--- src/rtl/core/ptdt_pkg.sv ---
package ptdt_pkg;

   localparam int TABLE_DEPTH_DEF = 16;

   localparam logic [1:0] OP_TICK   = 2'd0;
   localparam logic [1:0] OP_ADD    = 2'd1;
   localparam logic [1:0] OP_REMOVE = 2'd2;

   localparam logic [1:0] ST_NONE     = 2'd0;
   localparam logic [1:0] ST_FIRED    = 2'd1;
   localparam logic [1:0] ST_FULL     = 2'd2;
   localparam logic [1:0] ST_NOTFOUND = 2'd3;

   localparam logic [31:0] CD_MAX = 32'h7FFF_FFFF;
   localparam logic [31:0] CD_MIN = 32'h8000_0000;

   typedef struct packed {
      logic [1:0]  opcode;
      logic [7:0]  task_id;
      logic [30:0] period_ms;
      logic [31:0] now_ms;
   } req_type;

   typedef struct packed {
      logic [7:0] fired_task;
      logic [1:0] status;
      logic       last;
   } rsp_type;

   // one table entry; countdown is two's complement
   typedef struct packed {
      logic [7:0]  task_id;
      logic [30:0] period;
      logic [31:0] countdown;
   } entry_type;

endpackage

--- src/rtl/core/ptdt_mem.sv ---
module ptdt_mem #(
   parameter int DEPTH = ptdt_pkg::TABLE_DEPTH_DEF,
   localparam int IDX_W = (DEPTH > 1) ? $clog2(DEPTH) : 1
) (
   input  logic                 clock,
   input  logic                 wr_en,
   input  logic [IDX_W-1:0]     wr_addr,
   input  ptdt_pkg::entry_type  wr_data,
   input  logic                 rd_en,
   input  logic [IDX_W-1:0]     rd_addr,
   output ptdt_pkg::entry_type  rd_data
);

   ptdt_pkg::entry_type mem [DEPTH];
   ptdt_pkg::entry_type rd_data_ff;

   always_ff @(posedge clock) begin
      if (wr_en) begin
         mem[wr_addr] <= wr_data;
      end
      // read data holds while no read is issued
      if (rd_en) begin
         rd_data_ff <= mem[rd_addr];
      end
   end

   assign rd_data = rd_data_ff;

endmodule

--- src/rtl/core/ptdt_ctrl.sv ---
module ptdt_ctrl #(
   parameter int DEPTH = ptdt_pkg::TABLE_DEPTH_DEF,
   localparam int IDX_W = (DEPTH > 1) ? $clog2(DEPTH) : 1,
   localparam int CNT_W = $clog2(DEPTH + 1)
) (
   input  logic                 clock,
   input  logic                 reset,
   input  logic                 req_valid,
   output logic                 req_stall,
   input  ptdt_pkg::req_type    req_data,
   output logic                 rsp_valid,
   input  logic                 rsp_stall,
   output ptdt_pkg::rsp_type    rsp_data,
   output logic                 mem_wr_en,
   output logic [IDX_W-1:0]     mem_wr_addr,
   output ptdt_pkg::entry_type  mem_wr_data,
   output logic                 mem_rd_en,
   output logic [IDX_W-1:0]     mem_rd_addr,
   input  ptdt_pkg::entry_type  mem_rd_data
);

   typedef enum logic [1:0] {IDLE, WALK, FINISH} state_type;

   localparam logic [CNT_W-1:0] DEPTH_C = CNT_W'(DEPTH);

   state_type         state_ff, state_in;
   logic [1:0]        op_ff, op_in;
   logic [7:0]        id_ff, id_in;
   logic [31:0]       elapsed_ff, elapsed_in;
   logic [31:0]       last_tick_ff, last_tick_in;
   logic [CNT_W-1:0]  count_ff, count_in;
   logic [CNT_W-1:0]  rd_idx_ff, rd_idx_in;
   logic [IDX_W-1:0]  proc_idx_ff, proc_idx_in;
   logic              data_vld_ff, data_vld_in;
   logic [CNT_W-1:0]  keep_ff, keep_in;
   logic              held_vld_ff, held_vld_in;
   logic [7:0]        held_id_ff, held_id_in;
   logic [1:0]        fin_status_ff, fin_status_in;
   logic              rsp_valid_ff, rsp_valid_in;
   ptdt_pkg::rsp_type rsp_ff, rsp_in;

   logic              accept;
   logic              out_free;
   logic [32:0]       diff;
   logic [31:0]       cd_next;
   logic              fire;
   logic              fire_now;
   logic              stall_walk;
   logic              keep_hit;
   logic [CNT_W-1:0]  keep_nx;

   assign req_stall = (state_ff != IDLE);
   assign accept    = req_valid && !req_stall;
   assign out_free  = !rsp_valid_ff || !rsp_stall;

   // countdown minus elapsed, both sign-extended to 33 bits
   assign diff = {mem_rd_data.countdown[31], mem_rd_data.countdown}
               - {elapsed_ff[31], elapsed_ff};
   assign cd_next = (diff[32] != diff[31]) ? (diff[32] ? ptdt_pkg::CD_MIN : ptdt_pkg::CD_MAX)
                                           : diff[31:0];
   assign fire     = diff[32] || (diff == '0);
   assign fire_now = data_vld_ff && (op_ff == ptdt_pkg::OP_TICK) && fire;
   // a fired id is held back one slot so the final one can carry last
   assign stall_walk = fire_now && held_vld_ff && !out_free;
   assign keep_hit   = data_vld_ff && (op_ff == ptdt_pkg::OP_REMOVE)
                    && (mem_rd_data.task_id != id_ff);
   assign keep_nx    = keep_hit ? keep_ff + 1'b1 : keep_ff;

   always_comb begin
      state_in      = state_ff;
      op_in         = op_ff;
      id_in         = id_ff;
      elapsed_in    = elapsed_ff;
      last_tick_in  = last_tick_ff;
      count_in      = count_ff;
      rd_idx_in     = rd_idx_ff;
      proc_idx_in   = proc_idx_ff;
      data_vld_in   = data_vld_ff;
      keep_in       = keep_ff;
      held_vld_in   = held_vld_ff;
      held_id_in    = held_id_ff;
      fin_status_in = fin_status_ff;
      rsp_valid_in  = rsp_valid_ff && rsp_stall;
      rsp_in        = rsp_ff;
      mem_wr_en     = 1'b0;
      mem_wr_addr   = proc_idx_ff;
      mem_wr_data   = mem_rd_data;
      mem_rd_en     = 1'b0;
      mem_rd_addr   = rd_idx_ff[IDX_W-1:0];

      unique case (state_ff)
         IDLE: begin
            if (accept) begin
               op_in         = req_data.opcode;
               id_in         = req_data.task_id;
               rd_idx_in     = '0;
               data_vld_in   = 1'b0;
               keep_in       = '0;
               held_vld_in   = 1'b0;
               fin_status_in = ptdt_pkg::ST_NONE;
               state_in      = FINISH;
               priority case (req_data.opcode)
                  ptdt_pkg::OP_ADD: begin
                     if (count_ff >= DEPTH_C) begin
                        fin_status_in = ptdt_pkg::ST_FULL;
                     end else begin
                        mem_wr_en                 = 1'b1;
                        mem_wr_addr               = count_ff[IDX_W-1:0];
                        mem_wr_data.task_id       = req_data.task_id;
                        mem_wr_data.period        = req_data.period_ms;
                        mem_wr_data.countdown     = {1'b0, req_data.period_ms};
                        count_in                  = count_ff + 1'b1;
                     end
                  end
                  ptdt_pkg::OP_REMOVE: begin
                     state_in = WALK;
                  end
                  ptdt_pkg::OP_TICK: begin
                     if (req_data.now_ms != last_tick_ff) begin
                        elapsed_in   = req_data.now_ms - last_tick_ff;
                        last_tick_in = req_data.now_ms;
                        state_in     = WALK;
                     end
                  end
                  default: begin
                     state_in = FINISH;
                  end
               endcase
            end
         end
         WALK: begin
            if (!stall_walk) begin
               if (data_vld_ff) begin
                  if (op_ff == ptdt_pkg::OP_TICK) begin
                     mem_wr_en   = 1'b1;
                     mem_wr_addr = proc_idx_ff;
                     mem_wr_data.countdown = fire ? {1'b0, mem_rd_data.period} : cd_next;
                     if (fire) begin
                        if (held_vld_ff) begin
                           rsp_valid_in = 1'b1;
                           rsp_in       = '{fired_task: held_id_ff,
                                            status: ptdt_pkg::ST_FIRED, last: 1'b0};
                        end
                        held_vld_in = 1'b1;
                        held_id_in  = mem_rd_data.task_id;
                     end
                  end else if (keep_hit) begin
                     // compaction: keep index never passes the read index
                     mem_wr_en   = 1'b1;
                     mem_wr_addr = keep_ff[IDX_W-1:0];
                  end
               end
               keep_in = keep_nx;
               if (rd_idx_ff < count_ff) begin
                  mem_rd_en   = 1'b1;
                  mem_rd_addr = rd_idx_ff[IDX_W-1:0];
                  proc_idx_in = rd_idx_ff[IDX_W-1:0];
                  rd_idx_in   = rd_idx_ff + 1'b1;
                  data_vld_in = 1'b1;
               end else begin
                  data_vld_in = 1'b0;
                  state_in    = FINISH;
                  if (op_ff == ptdt_pkg::OP_REMOVE) begin
                     count_in      = keep_nx;
                     fin_status_in = (keep_nx == count_ff) ? ptdt_pkg::ST_NOTFOUND
                                                           : ptdt_pkg::ST_NONE;
                  end
               end
            end
         end
         FINISH: begin
            if (out_free) begin
               rsp_valid_in = 1'b1;
               rsp_in       = held_vld_ff
                  ? '{fired_task: held_id_ff, status: ptdt_pkg::ST_FIRED, last: 1'b1}
                  : '{fired_task: 8'd0, status: fin_status_ff, last: 1'b1};
               held_vld_in  = 1'b0;
               state_in     = IDLE;
            end
         end
         default: begin
            state_in = IDLE;
         end
      endcase
   end

   always_ff @(posedge clock) begin
      if (reset) begin
         state_ff     <= IDLE;
         count_ff     <= '0;
         last_tick_ff <= '0;
         data_vld_ff  <= 1'b0;
         held_vld_ff  <= 1'b0;
         rsp_valid_ff <= 1'b0;
      end else begin
         state_ff     <= state_in;
         count_ff     <= count_in;
         last_tick_ff <= last_tick_in;
         data_vld_ff  <= data_vld_in;
         held_vld_ff  <= held_vld_in;
         rsp_valid_ff <= rsp_valid_in;
      end
      op_ff         <= op_in;
      id_ff         <= id_in;
      elapsed_ff    <= elapsed_in;
      rd_idx_ff     <= rd_idx_in;
      proc_idx_ff   <= proc_idx_in;
      keep_ff       <= keep_in;
      held_id_ff    <= held_id_in;
      fin_status_ff <= fin_status_in;
      rsp_ff        <= rsp_in;
   end

   assign rsp_valid = rsp_valid_ff;
   assign rsp_data  = rsp_ff;

   a_count_bound: assert property (@(posedge clock) disable iff (reset)
      count_ff <= DEPTH_C)
      else $error("entry count above table depth");

   a_no_rw_clash: assert property (@(posedge clock) disable iff (reset)
      (mem_rd_en && mem_wr_en) |-> (mem_rd_addr != mem_wr_addr))
      else $error("read and write hit the same entry");

   a_one_at_a_time: assert property (@(posedge clock) disable iff (reset)
      accept |=> req_stall)
      else $error("new word taken while an item is in progress");

   a_held_tick_only: assert property (@(posedge clock) disable iff (reset)
      held_vld_ff |-> (op_ff == ptdt_pkg::OP_TICK && state_ff != IDLE))
      else $error("held fired id outside a tick");

   a_compact_order: assert property (@(posedge clock) disable iff (reset)
      (state_ff == WALK && op_ff == ptdt_pkg::OP_REMOVE) |-> (keep_ff <= rd_idx_ff))
      else $error("compaction index passed read index");

endmodule

--- src/rtl/core/periodic_task_dispatch_table_top.sv ---
// Add, unused opcode and unchanged-time tick go straight to the finish state for their one result.
// Remove and tick walk the table one entry per cycle, a tick only while no fired id is stalled;
// the final result follows the walk. One item at a time: a new request is taken only in idle,
// and the walk waits while the result side stalls, since each fired id needs the output register.
// Reset clears entry count, last tick time and all handshake state; the table memory
// itself is not cleared (only entries below the count are ever read).
module periodic_task_dispatch_table_top #(
   parameter int TABLE_DEPTH = ptdt_pkg::TABLE_DEPTH_DEF
) (
   input  logic              clock,
   input  logic              reset,
   input  logic              req_valid,
   output logic              req_stall,
   input  ptdt_pkg::req_type req_data,
   output logic              rsp_valid,
   input  logic              rsp_stall,
   output ptdt_pkg::rsp_type rsp_data
);

   localparam int IDX_W = (TABLE_DEPTH > 1) ? $clog2(TABLE_DEPTH) : 1;

   logic                mem_wr_en;
   logic [IDX_W-1:0]    mem_wr_addr;
   ptdt_pkg::entry_type mem_wr_data;
   logic                mem_rd_en;
   logic [IDX_W-1:0]    mem_rd_addr;
   ptdt_pkg::entry_type mem_rd_data;

   ptdt_ctrl #(.DEPTH(TABLE_DEPTH)) u_ctrl (
      .clock       (clock),
      .reset       (reset),
      .req_valid   (req_valid),
      .req_stall   (req_stall),
      .req_data    (req_data),
      .rsp_valid   (rsp_valid),
      .rsp_stall   (rsp_stall),
      .rsp_data    (rsp_data),
      .mem_wr_en   (mem_wr_en),
      .mem_wr_addr (mem_wr_addr),
      .mem_wr_data (mem_wr_data),
      .mem_rd_en   (mem_rd_en),
      .mem_rd_addr (mem_rd_addr),
      .mem_rd_data (mem_rd_data)
   );

   ptdt_mem #(.DEPTH(TABLE_DEPTH)) u_mem (
      .clock   (clock),
      .wr_en   (mem_wr_en),
      .wr_addr (mem_wr_addr),
      .wr_data (mem_wr_data),
      .rd_en   (mem_rd_en),
      .rd_addr (mem_rd_addr),
      .rd_data (mem_rd_data)
   );

endmodule
--- config.mk ---
export PLATFORM = sky130hd
export DESIGN_NAME = periodic_task_dispatch_table_top
export DESIGN_NICKNAME = d
export VERILOG_FILES = /design/src/rtl/core/ptdt_pkg.sv /design/src/rtl/core/ptdt_mem.sv /design/src/rtl/core/ptdt_ctrl.sv /design/src/rtl/core/periodic_task_dispatch_table_top.sv
export SDC_FILE = /design/constraint.sdc
export NUM_CORES = 2
export LEC_CHECK = 0
export BUFFER_PORTS_ARGS = -buffer_cell sky130_fd_sc_hd__buf_2
export CORE_UTILIZATION = 40
export DETAILED_ROUTE_END_ITERATION = 12
export SLEW_MARGIN = 5
export SYNTH_ARGS = -nofsm -noshare
export SYNTH_HDL_FRONTEND = slang
export SYNTH_SLANG_ARGS = --single-unit
--- constraint.sdc ---
create_clock -name clock -period 18.89 [get_ports clock]
set_input_delay 2.8335 -clock clock [delete_from_list [all_inputs] [get_ports clock]]
set_output_delay 2.8335 -clock clock [all_outputs]
set_load 0.05 [all_outputs]
==> After elaboration in Yosys (flattened, before gate mapping) <==
Memory sizes are Yosys's and may differ from the RTL's. A register that Yosys moved wholly into a read port is not among the register bits.
Cells that the tools add are included.
{ "totals": {"register_bits": 119, "ramBits": 1136, "out_inout_bits": 13, "word_cells": 165, "mem_count": 1} }
{ "classes": {"add_sub_neg": 5, "n_lt_le_gt_ge": 2, "n_eq_ne": 21, "n_mux": 85, "n_bitwise": 1, "reduce_logical": 33} }
{ "mem_list": {"columns": ["memory", "words", "width", "rd", "rd_clocked_by_memory_dff", "wr", "line", "text"], "rows": [
  ["u_mem.mem", 16, 71, 1, 1, 1, "ptdt_mem.sv:14", "ptdt_pkg::entry_type mem [DEPTH];"]
]} }
{ "ops": {"columns": ["cell", "count"], "rows": [
  ["71-bit two-way mux", 3],
  ["32-bit two-way mux", 6],
  ["11-bit two-way mux", 7],
  ["32-bit one-hot mux with 2 select lines", 1],
  ["5-bit two-way mux", 11],
  ["39-bit two-way mux", 1],
  ["33-bit zero test", 1],
  ["32-bit by 32-bit subtractor with 33-bit output", 1],
  ["32-bit inequality test", 1],
  ["32-bit subtractor", 1],
  ["5-bit one-hot mux with 2 select lines", 3],
  ["4-bit two-way mux", 7],
  ["1-bit two-way mux", 25],
  ["2-bit two-way mux", 12],
  ["11-bit one-hot mux with 2 select lines", 1],
  ["7-bit AND reduction", 3],
  ["2-bit by 1-bit inequality test with 1-bit output, second input constant", 8],
  ["5-bit by 1-bit adder with 5-bit output, second input constant", 3],
  ["4-bit AND reduction", 3],
  ["5-bit AND reduction", 2],
  ["1-bit logical AND", 8],
  ["2-bit inequality test, second input constant", 4],
  ["8-bit inequality test", 1],
  ["2-bit one-hot mux with 2 select lines", 2],
  ["other kinds (18)", 32]
]} }

==> Depth between registers and ports, before layout <==
{ "logic_depth": {"ltp_word": 10, "mapped_depth": 17, "depth_no_buf": 16} }

==> Cells and area by module <==
From an unflattened synthesis, not the netlist that was laid out.
{ "unflattened": {"hier_cells": 3135, "area_unflattened_um2": 54925.2} }
{ "modules_own_cells": {"columns": ["mod", "instances", "cells_each", "area_per_inst_um2", "seq_area_each_um2"], "rows": [
  ["ptdt_mem", 1, 1826, 44622.8, 36244.8],
  ["ptdt_ctrl", 1, 1309, 10302.4, 3153.0]
]} }

==> Least setup slack after synthesis <==
Ideal clock, no wire load.
{ "synth_path": {"kind": "input port to flip-flop", "startpoint": "input req_valid", "endpoint": "memory u_mem.mem[2][0] in the netlist's numbering, enable pin", "arrival_time_ns": 7.052, "required_ns": 18.389, "slack_ns": 11.338, "cell_stages": 7, "path_cell_list": "nand2_1 -> or3_1 -> clkbuf_1 -> mux2i_1 -> o221ai_1 -> or2_2 -> nor2_1"} }
{ "synth_via": {"elab_chain_cells": 5, "word_cells_on_any_way": 7, "classes_between": "mux: 6; reduce/logical: 1"} }
{ "synth_rtl": {"columns": ["item", "line", "text"], "rows": [
  ["start, declared", "periodic_task_dispatch_table_top.sv:12", "input logic req_valid,"],
  ["1-bit logical AND (*)", "ptdt_ctrl.sv:53", "assign accept = req_valid && !req_stall;"],
  ["1-bit two-way mux", "ptdt_ctrl.sv:93", "if (accept) begin"],
  ["1-bit one-hot mux with 2 select lines", "ptdt_ctrl.sv:91", "unique case (state_ff)"],
  ["1-bit two-way mux", "ptdt_mem.sv:18", "if (wr_en) begin"],
  ["1-bit two-way mux (not written as such)", "ptdt_mem.sv:19", "mem[wr_addr] <= wr_data;"],
  ["end, declared", "ptdt_mem.sv:14", null]
]} }
Mark *: on every way between the ends. The rest lies on a longest branch, timed or not.

==> Final worst setup path <==
{ "layout_path": {"startpoint": "register u_mem.rd_data[12] (netlist name)", "endpoint": "memory u_mem.mem[14][0] in the netlist's numbering, enable pin"} }
{ "layout_via": {"elab_chain_cells": 10, "word_cells_on_any_way": 12, "classes_between": "add/sub: 1; mux: 6; reduce/logical: 5"} }
{ "layout_rtl": {"columns": ["item", "line", "text"], "rows": [
  ["32-bit by 32-bit subtractor with 33-bit output (*)", "ptdt_ctrl.sv:58", "- {elapsed_ff[31], elapsed_ff};"],
  ["33-bit zero test", "ptdt_ctrl.sv:61", "assign fire = diff[32] || (diff == '0);"],
  ["1-bit logical OR (*)", "ptdt_ctrl.sv:61", null],
  ["1-bit logical AND (*)", "ptdt_ctrl.sv:62", "assign fire_now = data_vld_ff && (op_ff == ptdt_pkg::OP_TICK) && fire;"],
  ["1-bit logical AND (*) (2 in a row)", "ptdt_ctrl.sv:64", "assign stall_walk = fire_now && held_vld_ff && !out_free;"],
  ["1-bit two-way mux", "ptdt_ctrl.sv:132", "if (!stall_walk) begin"],
  ["1-bit one-hot mux with 2 select lines", "ptdt_ctrl.sv:91", null],
  ["1-bit two-way mux", "ptdt_mem.sv:18", null],
  ["1-bit two-way mux (not written as such)", "ptdt_mem.sv:19", null]
]} }
Marked as above.

==> impl_metrics.json <==
{
  "yosysWarnings": 0,
  "ant_nets": 0,
  "hold_buffers": 0,
  "required_ps": 19250,
  "hpwlAfterDp_mm": 77.5,
  "antenna_found_initial": 4,
  "crit_type": "reg2reg",
  "place_ws_ps": 11350,
  "p_per_area_mw_per_mm2": 112,
  "critPathCaptureType": "flip-flop",
  "rows": 134,
  "grt_usage_pct": 19.2,
  "hold_viol_final": 0,
  "fin_worst_skew_ps": 29.2,
  "tightestPinTransition_ps": 1250,
  "cts.sinks": 1326,
  "vias": 27890,
  "setup_viol": 0,
  "max_slew_margin_pct": 16.9,
  "grt_pass1_vias": 28895,
  "n_fill_cell": 11134,
  "yosys-top-cells-area": "edfxtp_1, mux4_2, ha_1, nand2_1, dfxtp_1",
  "startpoint_type": "flip-flop",
  "routed_wl_mm": 131,
  "ir_worst_vdd_mv": 0.0859,
  "synth_top_area_share_pct": 70.9,
  "post-route-util_pct": 45.8,
  "cts_buffer_depth": 3,
  "fmaxAchievable_mhz": 143,
  "path_clk_slew_ps": 60,
  "first_iter_violations": 2468,
  "port_buffers": 89,
  "core_area_mm2": 0.134,
  "cts_tree": "done",
  "worstPathMaxFanout": 42,
  "synthesis.area_mm2": 0.0544,
  "die_h_um": 371,
  "worstSkewPairLatency_ps": 760,
  "rsz0062_at_grt": "false",
  "cts_setup_buffers": 0,
  "drc": 0,
  "initial_utilization_pct": 40.5,
  "drv_slew": 0,
  "hold-path-cell-count": 2,
  "ys.flop_type": "edfxtp_1",
  "htreeDepth": 4,
  "ys_types": 74,
  "dieArea_mm2": 0.137,
  "run_status": "complete, no violations",
  "crit_arrival_ps": 7360,
  "via_per_inst": 5.70,
  "synthCells": 2881,
  "seq_area_mm2": 0.0394,
  "maxCapViolations": 0,
  "synth_top_area_cell": "edfxtp_1",
  "p_leak_nw": 19.7,
  "multi_input_area_mm2": 0.0141,
  "synthArstFlopShare_pct": 0,
  "area_growth_pct": 13.0,
  "synth_edf_count": 1284,
  "cts_resized": 0,
  "fin_ws_ps": 11880,
  "wl_per_cell_um": 26.7,
  "synth.most_common_cell": "edfxtp_1",
  "syn-num-nets": 3036,
  "grt_max_degree": 143,
  "clock-root-buffer": "clkbuf_16",
  "synthTopCellsByCount": "edfxtp_1, mux4_2, nand2_1",
  "io_pins": 90,
  "drive_gt1_share_pct": 23.1,
  "globalplace.congestion": 0.871,
  "period_needed_ps": 7010,
  "fin_crit_sh_pct": 37.1,
  "grt-ovfl-total": 0,
  "seq_area_frac_synth_pct": 72.4,
  "postSynthAreaPerCell_um2": 18.9,
  "grt_pass1_wl_mm": 192,
  "final_nets": 3180,
  "r2r.worst_path.cells": 14,
  "fin_tns_setup_ps": 0,
  "die_w_um": 371,
  "hp-class": "reg2reg",
  "firstDrtPassIters": 7,
  "cts-buffers-inserted": 136,
  "synth-seq-cells": 1326
}
-- routing by layer --
layer,vias to the layer above,wire [um],GRT usage [%]
met4,4,2350,5.12
met3,170,9350,4.01
met1,14749,55100,26.3
met5,-,21,0
met2,982,63800,31.2
li1,11985,-,-
-- registers in the layout, indices dropped and copies added, names as in the netlist --
| name | flops |
|---|---|
| u_ctrl.op_ff | 2 |
| u_ctrl.fin_status_ff | 2 |
| u_mem.rd_data | 71 |
| u_ctrl.state_ff | 2 |
| u_ctrl.rsp_data | 11 |
| u_mem.mem | 1136 |
| u_ctrl.rd_idx_ff | 5 |
| u_ctrl.elapsed_ff | 32 |
| u_ctrl.data_vld_ff | 1 |
| u_ctrl.held_vld_ff | 1 |
| u_ctrl.rsp_valid | 1 |
| u_ctrl.id_ff | 8 |
| u_ctrl.last_tick_ff | 32 |
| u_ctrl.held_id_ff | 8 |
| u_ctrl.count_ff | 5 |
| u_ctrl.keep_ff | 5 |
| u_ctrl.proc_idx_ff | 4 |
-- critical path: stages, from the launching register on --
cell	delay, ps
edfxtp_1	530
ha_1	440
nand3_1	220
a21oi_1	340
nor4_2	90
a21oi_1	470
nor2_1	110
xnor2_1	710
or4_1	250
nor4_2	70
and4b_1	240
o31ai_1	670
nand3_1	530
nor2_4	1030
buf_4	830
-- where the power goes --
| part | internal [mW] | total [mW] | leakage, nW | switching [mW] |
|---|---|---|---|---|
| Combinational | 0.366 | 0.880 | 5.68 | 0.513 |
| Sequential | 3.33 | 3.36 | 11.9 | 0.0285 |
| Clock | 1.52 | 2.61 | 2.10 | 1.09 |
| Total | 5.22 | 6.86 | 19.7 | 1.63 |
-- stage by stage --
| stage | cells | power (mW) | hold slack [ps] | cell area [um^2] |
|---|---|---|---|---|
| 6_report | 4897 | 6.86 | 456 | 61400 |
| 5_1_grt | 4896 | 7.08 | 479 | 61400 |
| 4_1_cts | 4896 | 6.92 | 460 | 61400 |
| 3_5_place_dp | 4655 | 4.31 | 451 | 57100 |
| 3_3_place_gp | 4655 | 4.29 | 442 | 57100 |
| 2_1_floorplan | 2881 | 4.03 | 436 | 54400 |
-- kinds of logic (layout without fill, tap and decap cells) --
family / count (synthesis) / after routing / synth area share (%)
other cells: 0 / 1 / 0
mux: 364 / 364 / 14.9
xor+xnor: 71 / 71 / 1.14
simple gates: 460 / 460 / 3.90
fa+ha+maj: 78 / 78 / 1.82
flops: 1326 / 1326 / 72.4
compound gates: 315 / 315 / 3.94
buf+inv: 267 / 514 / 1.88
-- cell type report --
type / instances / share of cell area [%]
Sequential cell: 1326 / 64.1
Multi-Input combinational cell: 1288 / 23.0
Clock buffer: 168 / 5.87
Tap cell: 1768 / 3.60
Timing Repair Buffer: 137 / 1.37
Clock inverter: 73 / 1.15
Inverter: 136 / 0.831
Antenna cell: 1 / 0.00407
-- worst paths after layout --
kind / startpoint / end / slack, ps
setup / recovery: u_mem.rd_data[12] / u_mem.mem[14][0] / 11880
hold / removal: u_ctrl.last_tick_ff[15] / u_ctrl.last_tick_ff[15] / 460
hold reg to reg: u_ctrl.last_tick_ff[15] / u_ctrl.last_tick_ff[15] / 460
setup reg to reg: u_mem.rd_data[12] / u_mem.mem[14][0] / 11880
-- cells in the final DEF (no fill, tap or decap), drive strengths merged, types with 12 or more instances in the layout --
| master | count |
|---|---|
| nor2b | 13 |
| xor2 | 32 |
| clkbuf | 168 |
| a21oi | 92 |
| bufinv | 12 |
| nor3 | 19 |
| o21ai | 34 |
| nor2 | 72 |
| mux4 | 355 |
| nand2 | 230 |
| ha | 76 |
| edfxtp | 1284 |
| nand3 | 28 |
| dfxtp | 42 |
| inv | 140 |
| clkinv | 54 |
| a31oi | 12 |
| and2 | 19 |
| xnor2 | 39 |
| nand4 | 12 |
| a21o | 28 |
| o221ai | 34 |
| nor4 | 12 |
| buf | 137 |
| o22ai | 31 |
Power figures use the tool's default switching activity.
